## config.mk

```make
export PLATFORM = sky130hd
export DESIGN_NAME = sdpe_ctrl
export DESIGN_NICKNAME = d
export VERILOG_FILES = /design/src/rtl/sdpe_pkg.sv /design/src/rtl/sdpe_ctrl.sv
export SDC_FILE = /design/constraint.sdc
export NUM_CORES = 1
export LEC_CHECK = 0
export BUFFER_PORTS_ARGS = -buffer_cell sky130_fd_sc_hd__clkbuf_2
export CAP_MARGIN = 25
export CORE_ASPECT_RATIO = 1.1
export CORE_MARGIN = 10
export CORE_UTILIZATION = 41
export CTS_CLUSTER_SIZE = 25
export DETAILED_ROUTE_END_ITERATION = 10
export PLACE_DENSITY = 0.69
export SLEW_MARGIN = 40
export SYNTH_ARGS = -nofsm -noshare
export SYNTH_HDL_FRONTEND = slang
export SYNTH_SLANG_ARGS = --single-unit
```

## constraint.sdc

```tcl
create_clock -name clk -period 1.99 [get_ports clk]
set_input_delay 0.398 -clock clk [delete_from_list [all_inputs] [get_ports clk]]
set_output_delay 0.398 -clock clk [all_outputs]
set_load 0.03 [all_outputs]
```

## src/rtl/sdpe_pkg.sv

```systemverilog
package sdpe_pkg;

    localparam int SAMPLE_BITS = 12;
    localparam int ACC_BITS    = 30;
    localparam int ANG_BITS    = 30;
    localparam int PROD_BITS   = 2 * ACC_BITS;
    localparam int MAG_BITS    = 2 * ACC_BITS;
    localparam int YW_BITS     = 2 * ACC_BITS + 1;
    localparam int CW_BITS     = ANG_BITS + 3;
    localparam int PHASE_BITS  = 16;

    localparam logic [1:0] STATUS_OK       = 2'd0;
    localparam logic [1:0] STATUS_EMPTY    = 2'd1;
    localparam logic [1:0] STATUS_ZERO_SUM = 2'd2;

    localparam logic [1:0] LAST_CHAN = 2'd2;

    typedef struct packed {
        logic signed [SAMPLE_BITS-1:0] ref_i;
        logic signed [SAMPLE_BITS-1:0] ref_q;
        logic signed [SAMPLE_BITS-1:0] ch1_i;
        logic signed [SAMPLE_BITS-1:0] ch1_q;
        logic signed [SAMPLE_BITS-1:0] ch2_i;
        logic signed [SAMPLE_BITS-1:0] ch2_q;
        logic signed [SAMPLE_BITS-1:0] ch3_i;
        logic signed [SAMPLE_BITS-1:0] ch3_q;
        logic                          has_sample;
        logic                          last;
    } in_t;

    typedef struct packed {
        logic signed [PHASE_BITS-1:0] phase1;
        logic signed [PHASE_BITS-1:0] phase2;
        logic signed [PHASE_BITS-1:0] phase3;
        logic [1:0]                   status;
        logic [2:0]                   zero_sum_mask;
    } out_t;

    typedef enum logic [3:0] {
        ST_ACC,
        ST_CHAN,
        ST_M1,
        ST_M2,
        ST_M3,
        ST_M4,
        ST_ABS,
        ST_NORM,
        ST_CORDIC,
        ST_ROUND,
        ST_OUT
    } state_t;

    typedef enum logic [2:0] {
        MUL_NONE,
        MUL_SI_SI,
        MUL_SQ_SQ,
        MUL_DI_SQ,
        MUL_DQ_SI
    } mul_op_t;

    typedef struct packed {
        logic       acc_en;
        logic       clear;
        logic [1:0] chan;
        mul_op_t    mul_op;
        logic       x_load;
        logic       x_add;
        logic       y_load;
        logic       y_sub;
        logic       abs_load;
        logic       norm;
        logic       cordic_init;
        logic       cordic_step;
        logic [4:0] step;
        logic       store_phase;
        logic       store_zero;
        logic       mark_zero;
        logic       out_load;
    } cmd_t;

    typedef struct packed {
        logic empty;
        logic zero_sum;
        logic need_shift;
    } stat_t;

    // Arctangent of 2^-i in units of 2^-30 radian.
    function automatic logic [ANG_BITS-1:0] atan_val(input logic [4:0] idx);
        logic [ANG_BITS-1:0] v;
        unique case (idx)
            5'd0:  v = 30'h3243F6A8;
            5'd1:  v = 30'h1DAC6705;
            5'd2:  v = 30'h0FADBAFC;
            5'd3:  v = 30'h07F56EA6;
            5'd4:  v = 30'h03FEAB76;
            5'd5:  v = 30'h01FFD55B;
            5'd6:  v = 30'h00FFFAAA;
            5'd7:  v = 30'h007FFF55;
            5'd8:  v = 30'h003FFFEA;
            5'd9:  v = 30'h001FFFFD;
            5'd10: v = 30'h000FFFFF;
            5'd11: v = 30'h0007FFFF;
            5'd12: v = 30'h0003FFFF;
            5'd13: v = 30'h0001FFFF;
            5'd14: v = 30'h0000FFFF;
            5'd15: v = 30'h00007FFF;
            5'd16: v = 30'h00003FFF;
            5'd17: v = 30'h00001FFF;
            5'd18: v = 30'h00000FFF;
            5'd19: v = 30'h000007FF;
            5'd20: v = 30'h000003FF;
            5'd21: v = 30'h000001FF;
            5'd22: v = 30'h000000FF;
            5'd23: v = 30'h0000007F;
            5'd24: v = 30'h0000003F;
            5'd25: v = 30'h0000001F;
            5'd26: v = 30'h0000000F;
            5'd27: v = 30'h00000008;
            5'd28: v = 30'h00000004;
            5'd29: v = 30'h00000002;
            5'd30: v = 30'h00000001;
            5'd31: v = 30'h00000000;
        endcase
        return v;
    endfunction

endpackage

```

## src/rtl/sdpe_ctrl.sv

```systemverilog
module sdpe_ctrl #(
    parameter int CORDIC_STEPS = 16
) (
    input  logic            clk,
    input  logic            rst_n,
    input  logic            in_valid,
    input  logic            in_last,
    output logic            in_stall,
    output logic            out_valid,
    input  logic            out_stall,
    input  sdpe_pkg::stat_t stat,
    output sdpe_pkg::cmd_t  cmd
);
    import sdpe_pkg::*;

    localparam int         N_STEPS   = (CORDIC_STEPS < 32) ? CORDIC_STEPS : 32;
    localparam logic [4:0] LAST_STEP = 5'(N_STEPS - 1);

    state_t     state_reg, state_next;
    logic [1:0] chan_reg, chan_next;
    logic [4:0] step_reg, step_next;
    logic       out_valid_reg, out_valid_next;

    always_ff @(posedge clk or negedge rst_n)
    begin
        if (!rst_n)
        begin
            state_reg     <= ST_ACC;
            chan_reg      <= '0;
            step_reg      <= '0;
            out_valid_reg <= 1'b0;
        end
        else
        begin
            state_reg     <= state_next;
            chan_reg      <= chan_next;
            step_reg      <= step_next;
            out_valid_reg <= out_valid_next;
        end
    end

    assign out_valid = out_valid_reg;

    always_comb
    begin
        logic advance;
        advance        = 1'b0;
        state_next     = state_reg;
        chan_next      = chan_reg;
        step_next      = step_reg;
        out_valid_next = out_valid_reg && out_stall;
        in_stall       = 1'b1;
        cmd            = '0;
        cmd.mul_op     = MUL_NONE;
        cmd.chan       = chan_reg;
        cmd.step       = step_reg;
        unique case (state_reg)
            ST_ACC:
            begin
                in_stall   = 1'b0;
                cmd.acc_en = in_valid;
                if (in_valid && in_last)
                begin
                    chan_next  = '0;
                    state_next = ST_CHAN;
                end
            end
            ST_CHAN:
            begin
                if (stat.empty)
                begin
                    cmd.store_zero = 1'b1;
                    advance        = 1'b1;
                end
                else if (stat.zero_sum)
                begin
                    cmd.store_zero = 1'b1;
                    cmd.mark_zero  = 1'b1;
                    advance        = 1'b1;
                end
                else
                begin
                    cmd.mul_op = MUL_SI_SI;
                    state_next = ST_M1;
                end
            end
            ST_M1:
            begin
                cmd.x_load = 1'b1;
                cmd.mul_op = MUL_SQ_SQ;
                state_next = ST_M2;
            end
            ST_M2:
            begin
                cmd.x_add  = 1'b1;
                cmd.mul_op = MUL_DI_SQ;
                state_next = ST_M3;
            end
            ST_M3:
            begin
                cmd.y_load = 1'b1;
                cmd.mul_op = MUL_DQ_SI;
                state_next = ST_M4;
            end
            ST_M4:
            begin
                cmd.y_sub  = 1'b1;
                state_next = ST_ABS;
            end
            ST_ABS:
            begin
                cmd.abs_load = 1'b1;
                state_next   = ST_NORM;
            end
            ST_NORM:
            begin
                if (stat.need_shift)
                    cmd.norm = 1'b1;
                else
                begin
                    cmd.cordic_init = 1'b1;
                    step_next       = '0;
                    state_next      = ST_CORDIC;
                end
            end
            ST_CORDIC:
            begin
                cmd.cordic_step = 1'b1;
                if (step_reg == LAST_STEP)
                    state_next = ST_ROUND;
                else
                    step_next = step_reg + 5'd1;
            end
            ST_ROUND:
            begin
                cmd.store_phase = 1'b1;
                advance         = 1'b1;
            end
            ST_OUT:
            begin
                // Hand over once the output register is free or being emptied.
                if (!out_valid_reg || !out_stall)
                begin
                    cmd.out_load   = 1'b1;
                    cmd.clear      = 1'b1;
                    out_valid_next = 1'b1;
                    state_next     = ST_ACC;
                end
            end
            default:
            begin
                state_next = ST_ACC;
            end
        endcase
        if (advance)
        begin
            if (chan_reg == LAST_CHAN)
                state_next = ST_OUT;
            else
            begin
                chan_next  = chan_reg + 2'd1;
                state_next = ST_CHAN;
            end
        end
    end

`ifndef SYNTHESIS
    a_no_take_busy: assert property (@(posedge clk) disable iff (!rst_n)
        (state_reg != ST_ACC) |-> (in_stall && !cmd.acc_en))
        else $error("word taken while computing");
    a_hold_result: assert property (@(posedge clk) disable iff (!rst_n)
        (out_valid && out_stall) |=> out_valid)
        else $error("stalled result word dropped");
    a_load_when_free: assert property (@(posedge clk) disable iff (!rst_n)
        cmd.out_load |-> (!out_valid || !out_stall))
        else $error("result word overwritten before it was taken");
    a_chan_range: assert property (@(posedge clk) disable iff (!rst_n)
        (chan_reg != 2'd3))
        else $error("channel index out of range");
    a_cordic_ready: assert property (@(posedge clk) disable iff (!rst_n)
        cmd.cordic_init |-> !stat.need_shift)
        else $error("CORDIC started on an unscaled vector");
`endif

endmodule

```

==> run metrics <==
share of post-route cells with drive strength above 1=0.496; flip-flop count of the largest register after layout=5; r2r setup slk=about 150 ps; required time of the worst setup path=1590 ps; vias after detailed routing=868; remaining antenna violation count after routing=0; Top FF cell, synth=sky130_fd_sc_hd__dfrtp_1; Final period util=0.964; number of hold-repair buffers added at the cts stage=0; standard cell core area=2000 µm²; most heavily used metal layer in global routing=met2; routed via count divided by cell count=approximately 5.3; Post-Synthesis Mean Instance Area=around 9.2 µm²; Site Rows=17; area of the multi-input gates=between 500 and 600 µm²; post-synthesis register bit count=12; final instance area=1210 µm²; DRC violation total after the first TritonRoute iteration=18; least setup slack across all paths after layout=70.9 ps; number of distinct standard cells referenced by the synthesized netlist=44; RSZ-0062 raised after global routing=true; combined global-route utilization of all metal layers=0.114; category of the critical setup timing path=reg2out; cell area reported after detailed placement=~1100 µm²; clock skew=4.77 ps; met2 track utilization from global routing=0.209; TritonCTS clock tree=built; number of nets produced by synthesis=103; 1st-pass router iterations=4; TritonCTS sink count=12; area of the die=approximately 4300 µm²; Skew-Pair Late Insertion Delay=270 ps; number of maximum-capacitance constraint violations=0; number of buffers created by CTS=3; DR DRC count=0; portion of synthesized cell area occupied by the leading cell type=0.352; dominant cells by area after synthesis=sky130_fd_sc_hd__dfrtp_1 35%, sky130_fd_sc_hd__nand2_1 3.5%, sky130_fd_sc_hd__o2bb2ai_4 3.2%; overall power consumption=1.99 mW; DRT Wirelength=2370 µm; count leader, synth=sky130_fd_sc_hd__dfrtp_1; number of endpoints with negative hold slack in the final report=8; num ports=34; status=finished with violations; proportion of synthesized chip area in sequential cells=0.352; final-layout fill cell count=188; first-pass GRT wire length=4120 µm; crit-path max FO=7; initial cell density of the core=0.426; CP Cell Sequence=or4b_4 > inv_2 > buf_6; Post-Place Setup Slack=about 180 ps; final number of setup-violating endpoints=0; CP peak stage delay=570 ps; post-synthesis instance area=852 µm²; Max Slew Vio Count=0; Remaining Overflow, GRT=0; Worst slew margin=0.743; path class of the lowest-slack min-delay path=in2async; Diodes inserted=0; time the final worst path needs with I/O delays and setup=1920 ps; violations in the final reports=negative hold slack; clock root buffer=sky130_fd_sc_hd__clkbuf_4; initial antenna violation count=0; Global Route met1 Usage=0.132; register clock-pin slew on the reported worst setup and hold paths=80 ps; maximum level of the CTS H-tree=1; cell with the largest stage delay on the worst path=sky130_fd_sc_hd__or4b_4; Worst path top cell family by delay=simple AND/OR/NAND/NOR gates; Max IR drop VDD=between 1 and 1.5 mV; Die Wd=~63 µm; vertical die dimension=67.8 µm; commonest cells in the synthesized netlist=12 x sky130_fd_sc_hd__dfrtp_1, 8 x sky130_fd_sc_hd__nand2_1, 7 x sky130_fd_sc_hd__nor2_1, 5 x sky130_fd_sc_hd__a21oi_1, 5 x sky130_fd_sc_hd__nor3_1; kind of launch point of the worst setup path=flop; Async S/R FF share, synth=1.00; worst hold margin=-6.82 ps; final weighted congestion in routability-driven placement=just over 0.8; instance count of the mapped netlist=93; power per standard cell area=approximately 1600 nW/µm²; kind of end point of the critical path=output pin; upper clock frequency limit=521 MHz; dominant cell type by area after synthesis=sky130_fd_sc_hd__dfrtp_1; Pleak=0.619 nW; count of warnings emitted by yosys=0; largest net degree at the start of global routing=13; total number of nets in the final design=146; Post-DP HPWL=1830 µm; number of synthesized flops with an enable pin=0; Longest Clk Path Bufs=2; port buffer count=33; area overhead of the layout relative to synthesis=42.4%; number of global-route vias before repair=879; met3 GRT Util=0.0228; FF/Latch Area=305 µm²; number of buffers and inverters on the critical path=2; Routed wire per std cell=roughly 15 µm; critical path data arrival time=1520 ps; slew at the pin with the worst max-slew slack=between 300 and 400 ps
[kinds of logic after synthesis]
kind of cell | Yosys count | share of synthesized area
flops | 12 | 0.352
fa+ha+maj | 2 | 0.0294
compound gates | 19 | 0.181
mux | 3 | 0.0426
buf+inv | 11 | 0.0631
simple gates | 46 | 0.332
[worst register-to-register path: stages, from the launching register on]
cell and delay (ps):
sky130_fd_sc_hd__dfrtp_1 430, sky130_fd_sc_hd__ha_1 210, sky130_fd_sc_hd__and3_1 180, sky130_fd_sc_hd__ha_1 270, sky130_fd_sc_hd__o2bb2ai_4 90, sky130_fd_sc_hd__nor3_2 230, sky130_fd_sc_hd__mux2_4 320
[path summary, 6_finish.rpt]
kind,end,from,cells after the start
max,cmd[9],state_reg[0]$_DFFE_PN0P_,3
min,out_valid$_DFF_PN0_,rst_n,1
max reg2reg,state_reg[3]$_DFFE_PN0P_,step_reg[0]$_DFFE_PN0P_,6
min reg2reg,chan_reg[1]$_DFF_PN0_,chan_reg[1]$_DFF_PN0_,1
max in group asynchronous,state_reg[1]$_DFFE_PN0P_,rst_n,1
min in group clk,out_valid$_DFF_PN0_,out_stall,3
[layout make-up]
cell class,instances,share of cell area
flip-flops and latches,12,0.252
well taps,28,0.0289
clock buffers,4,0.0299
inverters,5,0.0155
repair buffers,44,0.220
multi-input cells,70,0.455
[where the power goes]
part	switching (mW)	internal (mW)
registers	0.148	0.352
logic	0.771	0.525
clock network	0.0850	0.111
[metrics by stage]
stage               std cells  utilization  TNS [ps]
floorplan                  93            -         0
global placement          154        0.540         0
detailed placement        154        0.540         0
CTS                       161        0.573         0
global route              163        0.607     -13.4
finish                    163        0.607         0
[placed cells by master, fill, tap and decap left out, types with 4 or more instances in the layout]
cell type / instances
sky130_fd_sc_hd__dfrtp_2: 4
sky130_fd_sc_hd__inv_1: 4
sky130_fd_sc_hd__nor3_1: 4
sky130_fd_sc_hd__clkbuf_2: 24
sky130_fd_sc_hd__nor2_1: 6
sky130_fd_sc_hd__dfrtp_1: 8
sky130_fd_sc_hd__clkbuf_4: 5
sky130_fd_sc_hd__a21oi_1: 4
sky130_fd_sc_hd__nand2b_1: 4
sky130_fd_sc_hd__nand2_1: 8
sky130_fd_sc_hd__buf_4: 14
[metal layers]
layer | vias to the layer above | wire length (µm)
met5 | - | 0
met4 | 0 | 4
met3 | 2 | 93
met2 | 17 | 1250
met1 | 424 | 1020
li1 | 425 | -
[repair_timing]
action / CTS / global route
resized for setup: 3 / 24
endpoints found under the setup margin: 2 / 8
setup buffers: 3 / 2
pin swaps: 1 / 1
(Power assumes the default switching activity.)
